[config.mk]
export PLATFORM = sky130hd
export DESIGN_NAME = pnepo_edge
export DESIGN_NICKNAME = d
export VERILOG_FILES = /design/src/hdl/pnepo_pkg.sv /design/src/hdl/pnepo_div.sv /design/src/hdl/pnepo_edge.sv
export SDC_FILE = /design/constraint.sdc
export NUM_CORES = 2
export LEC_CHECK = 0
export ABC_AREA = 1
export BUFFER_PORTS_ARGS = -buffer_cell sky130_fd_sc_hd__buf_4
export CAP_MARGIN = 20
export CORE_UTILIZATION = 35
export CTS_CLUSTER_DIAMETER = 60
export DETAILED_ROUTE_END_ITERATION = 8
export PLACE_DENSITY = 0.55
export SLEW_MARGIN = 20
export SYNTH_ARGS = -nofsm -noshare
export SYNTH_HDL_FRONTEND = slang
export SYNTH_SLANG_ARGS = --single-unit
[constraint.sdc]
create_clock -name clk -period 7.3 [get_ports clk]
set_input_delay 2.19 -clock clk [delete_from_list [all_inputs] [get_ports clk]]
set_output_delay 2.19 -clock clk [all_outputs]
set_load 0.01 [all_outputs]
[src/hdl/pnepo_pkg.sv]
`default_nettype none
package pnepo_pkg;

    localparam int LIMIT_W = 23;
    localparam logic [LIMIT_W-1:0] LIMIT_RESET = 23'd256000;

    // Handshake from the edge engine back to the polygon sequencer.
    typedef struct packed {
        logic done;
        logic hit;
    } edge_status_t;

endpackage
`default_nettype wire

[src/hdl/pnepo_div.sv]
`default_nettype none
module pnepo_div #(
    parameter int NUM_W = 75,
    parameter int DEN_W = 50,
    parameter int QW    = 26
) (
    input  wire logic             clk,
    input  wire logic             rst_n,
    input  wire logic             start,
    input  wire logic [NUM_W-1:0] num,
    input  wire logic [DEN_W-1:0] den,
    output logic                  done,
    output logic                  ovf,
    output logic [QW-1:0]         quo
);
    localparam int DSH_W = DEN_W + QW - 1;
    localparam int R_W   = (NUM_W > DSH_W) ? NUM_W : DSH_W;
    localparam int OV_W  = ((DEN_W + QW) > NUM_W) ? (DEN_W + QW) : NUM_W;
    localparam int CNT_W = $clog2(QW + 1);

    logic             busy_reg, busy_next;
    logic             done_reg, done_next;
    logic [CNT_W-1:0] cnt_reg, cnt_next;
    logic [R_W-1:0]   rem_reg, rem_next;
    logic [R_W-1:0]   dsh_reg, dsh_next;
    logic [QW-1:0]    quo_reg, quo_next;
    logic             ovf_reg, ovf_next;
    logic             ge;

    assign ge = rem_reg >= dsh_reg;

    always_comb
    begin
        busy_next = busy_reg;
        done_next = 1'b0;
        cnt_next  = cnt_reg;
        rem_next  = rem_reg;
        dsh_next  = dsh_reg;
        quo_next  = quo_reg;
        ovf_next  = ovf_reg;
        if (start)
        begin
            busy_next = 1'b1;
            cnt_next  = CNT_W'(QW);
            rem_next  = R_W'(num);
            dsh_next  = R_W'(den) << (QW - 1);
            quo_next  = '0;
            // quotient too wide for QW bits
            ovf_next  = OV_W'(num) >= (OV_W'(den) << QW);
        end
        else if (busy_reg)
        begin
            if (ge)
            begin
                rem_next = rem_reg - dsh_reg;
            end
            quo_next = {quo_reg[QW-2:0], ge};
            dsh_next = dsh_reg >> 1;
            cnt_next = cnt_reg - CNT_W'(1);
            if (cnt_reg == CNT_W'(1))
            begin
                busy_next = 1'b0;
                done_next = 1'b1;
            end
        end
    end

    always_ff @(posedge clk or negedge rst_n)
    begin
        if (!rst_n)
        begin
            busy_reg <= 1'b0;
            done_reg <= 1'b0;
        end
        else
        begin
            busy_reg <= busy_next;
            done_reg <= done_next;
        end
    end

    always_ff @(posedge clk)
    begin
        cnt_reg <= cnt_next;
        rem_reg <= rem_next;
        dsh_reg <= dsh_next;
        quo_reg <= quo_next;
        ovf_reg <= ovf_next;
    end

    assign done = done_reg;
    assign ovf  = ovf_reg;
    assign quo  = quo_reg;
endmodule
`default_nettype wire

[src/hdl/pnepo_edge.sv]
`default_nettype none
module pnepo_edge #(
    parameter int COORD_BITS = 24,
    parameter int BD_W       = 48
) (
    input  wire logic                         clk,
    input  wire logic                         rst_n,
    input  wire logic                         start,
    input  wire logic signed [COORD_BITS-1:0] ax,
    input  wire logic signed [COORD_BITS-1:0] ay,
    input  wire logic signed [COORD_BITS-1:0] bx,
    input  wire logic signed [COORD_BITS-1:0] by,
    input  wire logic signed [COORD_BITS-1:0] px,
    input  wire logic signed [COORD_BITS-1:0] py,
    input  wire logic [BD_W-1:0]              best,
    output pnepo_pkg::edge_status_t           status,
    output logic [BD_W-1:0]                   dist2,
    output logic signed [COORD_BITS-1:0]      dx,
    output logic signed [COORD_BITS-1:0]      dy
);
    import pnepo_pkg::*;

    localparam int CW    = COORD_BITS;
    localparam int EW    = CW + 1;
    localparam int PW    = 2 * EW;
    localparam int DOT_W = PW + 1;
    localparam int NUM_W = PW + EW;
    localparam int QW    = CW + 2;
    localparam int SW    = CW + 4;
    localparam int CMP_W = (PW > BD_W) ? PW : BD_W;
    localparam logic signed [SW-1:0] D_LIM = SW'(64'd1 << (CW - 1));

    typedef enum logic [15:0] {
        S_IDLE = 16'b0000_0000_0000_0001,
        S_DIFF = 16'b0000_0000_0000_0010,
        S_LEN0 = 16'b0000_0000_0000_0100,
        S_LEN1 = 16'b0000_0000_0000_1000,
        S_DOT0 = 16'b0000_0000_0001_0000,
        S_DOT1 = 16'b0000_0000_0010_0000,
        S_DOTF = 16'b0000_0000_0100_0000,
        S_PK0  = 16'b0000_0000_1000_0000,
        S_PK1  = 16'b0000_0001_0000_0000,
        S_PK2  = 16'b0000_0010_0000_0000,
        S_DST  = 16'b0000_0100_0000_0000,
        S_DIV  = 16'b0000_1000_0000_0000,
        S_OFF  = 16'b0001_0000_0000_0000,
        S_SQ0  = 16'b0010_0000_0000_0000,
        S_SQ1  = 16'b0100_0000_0000_0000,
        S_SQ2  = 16'b1000_0000_0000_0000
    } state_t;

    state_t state_reg, state_next;
    logic   axis_reg, axis_next;

    logic signed [EW-1:0]    e_x_reg, e_x_next, e_y_reg, e_y_next;
    logic signed [EW-1:0]    w_x_reg, w_x_next, w_y_reg, w_y_next;
    logic [PW-1:0]           prod_reg, prod_next;
    logic [PW-1:0]           len_reg, len_next;
    logic signed [DOT_W-1:0] dot_reg, dot_next;
    logic [NUM_W-1:0]        num_reg, num_next;
    logic signed [CW-1:0]    d_x_reg, d_x_next, d_y_reg, d_y_next;
    logic [PW-1:0]           d2_reg, d2_next;
    logic                    t_neg_reg, t_neg_next;

    logic [EW-1:0]           op_a, op_b;
    logic [EW-1:0]           k_mag;
    logic [PW-1:0]           dot_mag;
    logic signed [DOT_W-1:0] term;
    logic                    off_neg;
    logic signed [SW-1:0]    off_s, w_ext, diff;
    logic [PW-1:0]           sq_sum;
    logic                    div_start, div_done, div_ovf;
    logic [QW-1:0]           div_quo;

    function automatic logic [EW-1:0] mag_of(input logic signed [EW-1:0] v);
        return v[EW-1] ? EW'(-v) : EW'(v);
    endfunction

    pnepo_div #(
        .NUM_W(NUM_W),
        .DEN_W(PW),
        .QW   (QW)
    ) u_div (
        .clk  (clk),
        .rst_n(rst_n),
        .start(div_start),
        .num  (num_reg),
        .den  (len_reg),
        .done (div_done),
        .ovf  (div_ovf),
        .quo  (div_quo)
    );

    assign k_mag   = mag_of(axis_reg ? e_y_reg : e_x_reg);
    assign dot_mag = PW'(dot_reg[DOT_W-1] ? -dot_reg : dot_reg);
    assign term    = t_neg_reg ? -$signed({1'b0, prod_reg}) : $signed({1'b0, prod_reg});
    assign off_neg = (axis_reg ? e_y_reg[EW-1] : e_x_reg[EW-1]) ^ dot_reg[DOT_W-1];
    assign off_s   = off_neg ? -$signed(SW'(div_quo)) : $signed(SW'(div_quo));
    assign w_ext   = SW'(axis_reg ? w_y_reg : w_x_reg);
    assign diff    = w_ext - off_s;
    assign sq_sum  = d2_reg + prod_reg;

    always_comb
    begin
        state_next = state_reg;
        axis_next  = axis_reg;
        e_x_next   = e_x_reg;
        e_y_next   = e_y_reg;
        w_x_next   = w_x_reg;
        w_y_next   = w_y_reg;
        len_next   = len_reg;
        dot_next   = dot_reg;
        num_next   = num_reg;
        d_x_next   = d_x_reg;
        d_y_next   = d_y_reg;
        d2_next    = d2_reg;
        t_neg_next = t_neg_reg;
        op_a       = '0;
        op_b       = '0;
        div_start  = 1'b0;
        status     = '0;
        unique case (state_reg)
            S_IDLE:
            begin
                if (start)
                begin
                    state_next = S_DIFF;
                end
            end
            S_DIFF:
            begin
                e_x_next   = EW'(bx) - EW'(ax);
                e_y_next   = EW'(by) - EW'(ay);
                w_x_next   = EW'(px) - EW'(ax);
                w_y_next   = EW'(py) - EW'(ay);
                state_next = S_LEN0;
            end
            S_LEN0:
            begin
                op_a       = mag_of(e_x_reg);
                op_b       = mag_of(e_x_reg);
                state_next = S_LEN1;
            end
            S_LEN1:
            begin
                len_next   = prod_reg;
                op_a       = mag_of(e_y_reg);
                op_b       = mag_of(e_y_reg);
                state_next = S_DOT0;
            end
            S_DOT0:
            begin
                len_next   = len_reg + prod_reg;
                op_a       = mag_of(e_x_reg);
                op_b       = mag_of(w_x_reg);
                t_neg_next = e_x_reg[EW-1] ^ w_x_reg[EW-1];
                state_next = S_DOT1;
            end
            S_DOT1:
            begin
                dot_next   = term;
                op_a       = mag_of(e_y_reg);
                op_b       = mag_of(w_y_reg);
                t_neg_next = e_y_reg[EW-1] ^ w_y_reg[EW-1];
                state_next = S_DOTF;
            end
            S_DOTF:
            begin
                dot_next  = dot_reg + term;
                axis_next = 1'b0;
                // skip a zero-length edge
                if (len_reg == '0)
                begin
                    status.done = 1'b1;
                    state_next  = S_IDLE;
                end
                else
                begin
                    state_next = S_PK0;
                end
            end
            S_PK0:
            begin
                op_a       = k_mag;
                op_b       = dot_mag[EW-1:0];
                state_next = S_PK1;
            end
            S_PK1:
            begin
                num_next   = NUM_W'(prod_reg);
                op_a       = k_mag;
                op_b       = dot_mag[PW-1:EW];
                state_next = S_PK2;
            end
            S_PK2:
            begin
                num_next   = num_reg + (NUM_W'(prod_reg) << EW);
                state_next = S_DST;
            end
            S_DST:
            begin
                div_start  = 1'b1;
                state_next = S_DIV;
            end
            S_DIV:
            begin
                if (div_done)
                begin
                    state_next = S_OFF;
                end
            end
            S_OFF:
            begin
                // drop the edge on divider overflow or if the residual leaves the coordinate range
                if (div_ovf || !(diff < D_LIM) || !(diff > -D_LIM))
                begin
                    status.done = 1'b1;
                    state_next  = S_IDLE;
                end
                else if (!axis_reg)
                begin
                    d_x_next   = CW'(diff);
                    axis_next  = 1'b1;
                    state_next = S_PK0;
                end
                else
                begin
                    d_y_next   = CW'(diff);
                    state_next = S_SQ0;
                end
            end
            S_SQ0:
            begin
                op_a       = mag_of(EW'(d_x_reg));
                op_b       = mag_of(EW'(d_x_reg));
                state_next = S_SQ1;
            end
            S_SQ1:
            begin
                d2_next    = prod_reg;
                op_a       = mag_of(EW'(d_y_reg));
                op_b       = mag_of(EW'(d_y_reg));
                state_next = S_SQ2;
            end
            S_SQ2:
            begin
                status.done = 1'b1;
                status.hit  = CMP_W'(sq_sum) < CMP_W'(best);
                state_next  = S_IDLE;
            end
            default:
            begin
                state_next = S_IDLE;
            end
        endcase
    end

    // shared multiplier, product registered
    assign prod_next = PW'(op_a) * PW'(op_b);

    always_ff @(posedge clk or negedge rst_n)
    begin
        if (!rst_n)
        begin
            state_reg <= S_IDLE;
            axis_reg  <= 1'b0;
        end
        else
        begin
            state_reg <= state_next;
            axis_reg  <= axis_next;
        end
    end

    always_ff @(posedge clk)
    begin
        e_x_reg   <= e_x_next;
        e_y_reg   <= e_y_next;
        w_x_reg   <= w_x_next;
        w_y_reg   <= w_y_next;
        prod_reg  <= prod_next;
        len_reg   <= len_next;
        dot_reg   <= dot_next;
        num_reg   <= num_next;
        d_x_reg   <= d_x_next;
        d_y_reg   <= d_y_next;
        d2_reg    <= d2_next;
        t_neg_reg <= t_neg_next;
    end

    assign dist2 = BD_W'(sq_sum);
    assign dx    = d_x_reg;
    assign dy    = d_y_reg;
endmodule
`default_nettype wire

# [Word-level counts from Yosys, hierarchy flattened]
# Index checks and enable logic that the tools add are counted.
[totals] register_bits=626 inputBits=195 output_inout_bits=98 elab_cells=137
[classes] addsub=21 n_mul=1 magnitude_cmp=5 n_eq_ne=20 muxes=43 bitwise_logic=5 reduce_logical=20
[op_table] op="2-to-1 mux 75 bit" n=5
[op_table] op="case mux 16 bit (15 select lines)" n=1
[op_table] op="2-to-1 mux 25 bit" n=8
[op_table] op="case mux 25 bit (8 select lines)" n=1
[op_table] op="case mux 75 bit (2 select lines)" n=1
[op_table] op="negator 25 bit" n=5
[op_table] op="case mux 25 bit (5 select lines)" n=1
[op_table] op="case mux 51 bit (2 select lines)" n=1
[op_table] op="adder 50 bit" n=2
[op_table] op="case mux 50 bit (2 select lines)" n=1
[op_table] op="subtractor 24 x 24 -> 25 bit" n=4
[op_table] op=">= comparator 75 x 76 -> 1 bit" n=1
[op_table] op="adder 75 bit" n=1
[op_table] op=">= comparator 75 bit" n=1
[op_table] op="subtractor 75 bit" n=1
[op_table] op="2-to-1 mux 28 bit" n=2
[op_table] op="adder 51 bit" n=1
[op_table] op="2-to-1 mux 51 bit" n=1
[op_table] op="negator 50 -> 51 bit" n=1
[op_table] op="logical NOT 50 bit" n=1
[op_table] op="< comparator 50 x 48 -> 1 bit" n=1
[op_table] op="multiplier 25 x 25 -> 50 bit" n=1
[op_table] op="2-to-1 mux 50 bit" n=1
[op_table] op="negator 24 -> 25 bit" n=2
[op_table] op="other kinds (39)" n=70

# [Logic depth before layout (Yosys ltp)]
[depth] word_depth=10 depth_mapped=45 ltp_nobuf=44

# [Modules after synthesis]
# A second synthesis with hierarchy kept.
[hier_totals] hier_cells=11271 area_unflattened_um2=80579.8
[by_module_without_submodules] mod="pnepo_edge" instances=1 cells_per_inst=9025 area_per_inst_um2=65509.1 seq_area_each_um2=12688.4
[by_module_without_submodules] mod="pnepo_div" instances=1 cells_per_inst=2246 area_per_inst_um2=15070.7 seq_area_each_um2=4954.8

# [Worst setup path after synthesis]
# No wires, ideal clock.
[synth_path] path_type="register to register" startpoint="reg state_reg[3]" endpoint="reg prod_reg[45]" setup_ps=72 arrival_time_ps=7647 required_ps=7228 slack_ps=-419 stages_incl_launch_ff=40 n_path_buf=2 period_less_slack_ps=7719 path_cell_list="dfrtp_1 nor2_2 nand2_2 nor2_4 nand3_2 inv_2 nand2_2 inv_2 buf_4 o21ai_0 o22ai_1 nor2_1 nand2_2 buf_2 nand2_1 fa_1 inv_1 fa_1 (+4 left out) fa_1 fa_1 inv_1 fa_1 inv_1 ha_1 nand2_1 nor2_1 inv_1 nor2_1 and3_1 a21oi_1 o21ai_0 nand2_1 nand2_1 nand2_1 nand2_1 xor2_1"
[synth_via] elab_chain_cells=4
[synth_lines] element="from (decl)" line="pnepo_edge.sv:52" text="state_t state_reg, state_next;"
[synth_lines] element="from (signal assigned)" line="pnepo_edge.sv:270" text="state_reg <= state_next;"
[synth_lines] element="== test 16 x 9 -> 1 bit, or another cell as far along" line="pnepo_edge.sv:122" text="unique case (state_reg)"
[synth_lines] element="OR reduction 2 bit (no line)"
[synth_lines] element="case mux 25 bit (5 select lines)" line="pnepo_edge.sv:122"
[synth_lines] element="multiplier 25 x 25 -> 50 bit (*)" line="pnepo_edge.sv:259" text="assign prod_next = PW'(op_a) * PW'(op_b);"
[synth_lines] element="via prod_next[45]" line="pnepo_edge.sv:57" text="logic [PW-1:0] prod_reg, prod_next;"
[synth_lines] element="to (signal assigned)" line="pnepo_edge.sv:281" text="prod_reg <= prod_next;"
[synth_lines] element="to (decl)" line="pnepo_edge.sv:57"
# The timed path passes the listed nets; every way through them passes the cells marked *.
# A chain may end at the register's enable or synchronous reset.

# [Final worst setup path]
[layout_path] startpoint="reg w_y_reg[4]" endpoint="reg prod_reg[47]"
[layout_via] elab_chain_cells=4
[layout_lines] element="from (decl)" line="pnepo_edge.sv:56" text="logic signed [EW-1:0] w_x_reg, w_x_next, w_y_reg, w_y_next;"
[layout_lines] element="from (signal assigned)" line="pnepo_edge.sv:280" text="w_y_reg <= w_y_next;"
[layout_lines] element="negator 25 bit" line="pnepo_edge.sv:76" text="return v[EW-1] ? EW'(-v) : EW'(v);"
[layout_lines] element="2-to-1 mux 25 bit (*)" line="pnepo_edge.sv:76"
[layout_lines] element="case mux 25 bit (8 select lines) (*)" line="pnepo_edge.sv:122"
[layout_lines] element="multiplier 25 x 25 -> 50 bit (*)" line="pnepo_edge.sv:259"
[layout_lines] element="via prod_next[47]" line="pnepo_edge.sv:57"
# Marked as above.

==> key figures <==
Power and ir drop
  • PwrDens: 154 nW/µm²
  • P_int: roughly 0.0094 W
  • Net Sw Frac: 0.409
  • Peak VDD IR: about 0.19 mV
  • Psw: roughly 0.0065 W
  • Comb power frac: 0.425
  • Lkg Pwr: just over 50 nW
  • Sequential share of power: 0.268
  • Clk pwr share: 0.307

Yosys
  • Yosys cell types: 84
  • Mean Syn Cell Area: 7.21 µm²
  • Syn Inst Count: roughly 11000
  • Sequential area share after synthesis: 0.220
  • Yosys warning count: 0
  • Netlist Area Pre-Place: ~80000 µm²
  • Top FF cell, synth: edfxtp_1
  • Number of synthesized flops with an enable pin: 501
  • Seq cells post-synth: between 600 and 700
  • Syn Nets: roughly 13000
  • Area leader, netlist: edfxtp_1
  • Async set-reset flop share out of synthesis: 0.0304
  • Area share of the largest cell type after synthesis: 0.188
  • Synth top area cells: edfxtp_1, fa_1, nand2_1, ha_1, inv_1

Timing
  • Setup_tns: -20350 ps
  • Rel. slew slack: 0.306
  • Worst Max-Slew Pin Slew: ~1000 ps
  • Min Hold Slack: roughly 470 ps
  • F_max: approximately 120 MHz
  • Tcrit/Tclk final: 1.10
  • Final min period: around 8000 ps
  • Min setup slack post-route: -719 ps
  • Clk_skew: 56.5 ps
  • # setup viols final: 39
  • Max Slew Vio Count: 0
  • Final Hold Vio Count: 0
  • RSZ-0062 raised after global routing: yes

Clock tree
  • CTS tree: done
  • Worst-path clk slew: 50 ps
  • CTS max path bufs: 3
  • Root Driver: clkbuf_16
  • Clock sink total: 626
  • H-tree levels: 3
  • CTS Buf Count: slightly below 100
  • Hold buffer count at CTS: 0
  • Latest clock arrival within the worst-skew pair: 770 ps

Global route
  • Vias in the first global route: approximately 82000
  • Total track usage: 0.298
  • Total gr overflow: 0
  • Initial antenna violation count: 13
  • Pin count of the biggest net entering global routing: 90
  • Global-route wire length before repair: 516 mm

Final layout
  • Multi-input logic area: ~56000 µm²
  • Share of layout cells above drive strength 1: 0.204
  • Most frequent cells in the layout: nand2_1, inv_1, buf_4
  • Final Cell Area: approximately 100000 µm²
  • Commonest non-fill, non-tap cell in the layout: nand2_1
  • Fin nets: about 14000
  • Filler cell count in the final layout: between 20000 and 25000
  • Storage element area: roughly 18000 µm²
  • Area Growth Syn to Fin: 28.3%

Setup path
  • Critical Path End Type: flop
  • Crit Path Max Fanout: 4
  • Critical-path top delay cell: fa_1
  • Crit Path Class: reg2reg
  • Worst EP required: a little under 8000 ps
  • RR Endpoint: prod_reg[47]
  • Flop2flop setup slack: -720 ps
  • Worst r2r src: w_y_reg[4]
  • Worst EP arrival: just under 9000 ps
  • Worst-case reg-to-reg path depth: 39
  • Critical path's most frequent cell: fa_1
  • CP Launch Type: flop
  • Max incr delay on CP: around 600 ps

Routing
  • Vias: slightly above 80000
  • Detail Route Antenna Nets: 0
  • Vias per cell: about 5.2
  • DR iter-0 viols: around 6800
  • Pre-Repair DR Iteration Count: 7
  • Remaining DRCs: 0
  • DRT Wirelength: between 300 and 400 mm
  • DR WL/cell: about 22 µm

Hold path
  • Hold EP: u_div.quo[10]
  • Hold Path Stages: 2
  • Worst Hold Class: reg2reg
  • HP Start: u_div.quo[9]

Placement
  • Gpl congestion: 1.00
  • Placed Area: between 90000 and 100000 µm²
  • Number of I/O port buffers: a little under 300
  • Post-DP HPWL: roughly 300 mm

Flow run
  • Max Cap Violations: 0

Floorplanning
  • Die X: between 400 and 500 µm
  • Die Y: slightly below 500 µm
  • Ports: slightly below 300
  • # rows: roughly 180
  • Starting Density: 0.353
  • Core box area: between 200000 and 250000 µm²
  • Die ar.: 231000 µm²

Status
  • Status: finished, violations left
  • Failing checks: setup timing
power groups by stage:
| stage | logic, W | clock network (W) | registers [W] |
|---|---|---|---|
| 6_report | 0.00674 | 0.00487 | 0.00426 |
| 5_1_grt | 0.00727 | 0.00511 | 0.00427 |
| 4_1_cts | 0.00653 | 0.00497 | 0.00425 |
| 3_5_place_dp | 0.00629 | 0 | 0.00433 |
| 3_3_place_gp | 0.00628 | 0 | 0.00433 |
| 2_1_floorplan | 0.00350 | 0 | 0.00430 |
per-stage QoR:
| step | cells | setup slack [ps] | utilization | power (W) |
|---|---|---|---|---|
| 2_1_floorplan | 11120 | -36.5 | - | 0.00780 |
| 3_3_place_gp | 15438 | -1200 | 0.418 | 0.0106 |
| 6_report | 15776 | -719 | 0.453 | 0.0159 |
| 3_5_place_dp | 15439 | -1250 | 0.418 | 0.0106 |
| 4_1_cts | 15704 | -657 | 0.447 | 0.0158 |
| 5_1_grt | 15765 | -1060 | 0.452 | 0.0166 |
Yosys cell counts (all sizes together), types with 5 or more instances:
cell / n
buf: 144
nor2: 1103
nor4: 84
dfrtp: 18
and2: 5
o21bai: 32
or2: 73
inv: 2104
edfxtp: 501
xnor2: 163
a21o: 51
dfxtp: 106
nand4: 112
fa: 536
a31oi: 116
nand3: 466
o2111ai: 6
ha: 688
and3: 14
clkbuf: 99
o211ai: 36
nand3b: 18
nor3: 124
a21oi: 862
o22ai: 19
xor2: 300
o21a: 62
nand2: 2391
a21boi: 32
o221ai: 6
a211oi: 20
o31ai: 22
a221oi: 10
o21ai: 762
area by class of cell:
| type | count | share of cell area |
|---|---|---|
| multi-input combinational | 8145 | 0.546 |
| sequential | 626 | 0.171 |
| timing repair buffer | 1691 | 0.136 |
| inverter | 2108 | 0.0771 |
| tap | 3009 | 0.0366 |
| clock buffer | 109 | 0.0247 |
| clock inverter | 76 | 0.00790 |
| antenna | 11 | 0.000267 |
| timing repair inverter | 1 | 0.0000729 |
cells by family (layout without fill, tap and decap cells):
kind of cell / after synthesis / in the layout / synth area share
and+or+nand+nor: 4395 / 4397 / 0.230
AOI/OAI and AO/OA: 2061 / 2061 / 0.143
adders and majority gates: 1224 / 1224 / 0.241
buffers and inverters: 2351 / 3985 / 0.115
DFF: 626 / 626 / 0.220
other: 0 / 11 / 0
xor gates and xnor gates: 463 / 463 / 0.0505
per-layer routing:
layer  vias up  part of all wire  track usage
met5         -          0.000040            0
met4         2             0.046        0.120
met3       649             0.061       0.0380
met2      2860              0.46        0.499
met1     39645              0.43        0.386
li1      39125                 -            -
repair_timing:
item                                   4_1_cts  5_1_grt
gates cloned                                 4        3
setup endpoints to repair                   41       42
endpoints found under the hold margin        0        0
pin swaps                                  214      124
resized for setup                          610      172
buffers inserted                            86       57
critical path: cells and delay by family, from the launching register on:
kind	cells	cell delay (ps)
fa+ha+maj	8	3920
simple gates	14	1650
buf+inv	11	1230
compound gates	5	550
flops	1	420
xor+xnor	1	150
worst max path at each step:
stage	from	to	slack, ps	cells past startpoint
floorplan	axis_reg	prod_reg[45]	-40	41
global placement	e_y_reg[0]	prod_reg[49]	-1200	35
detailed placement	e_y_reg[0]	prod_reg[48]	-1250	37
CTS	dot_reg[2]	prod_reg[48]	-660	40
global route	dy[1]	prod_reg[46]	-1060	42
finish	w_y_reg[4]	prod_reg[47]	-720	39
(Power assumes the default switching activity.)
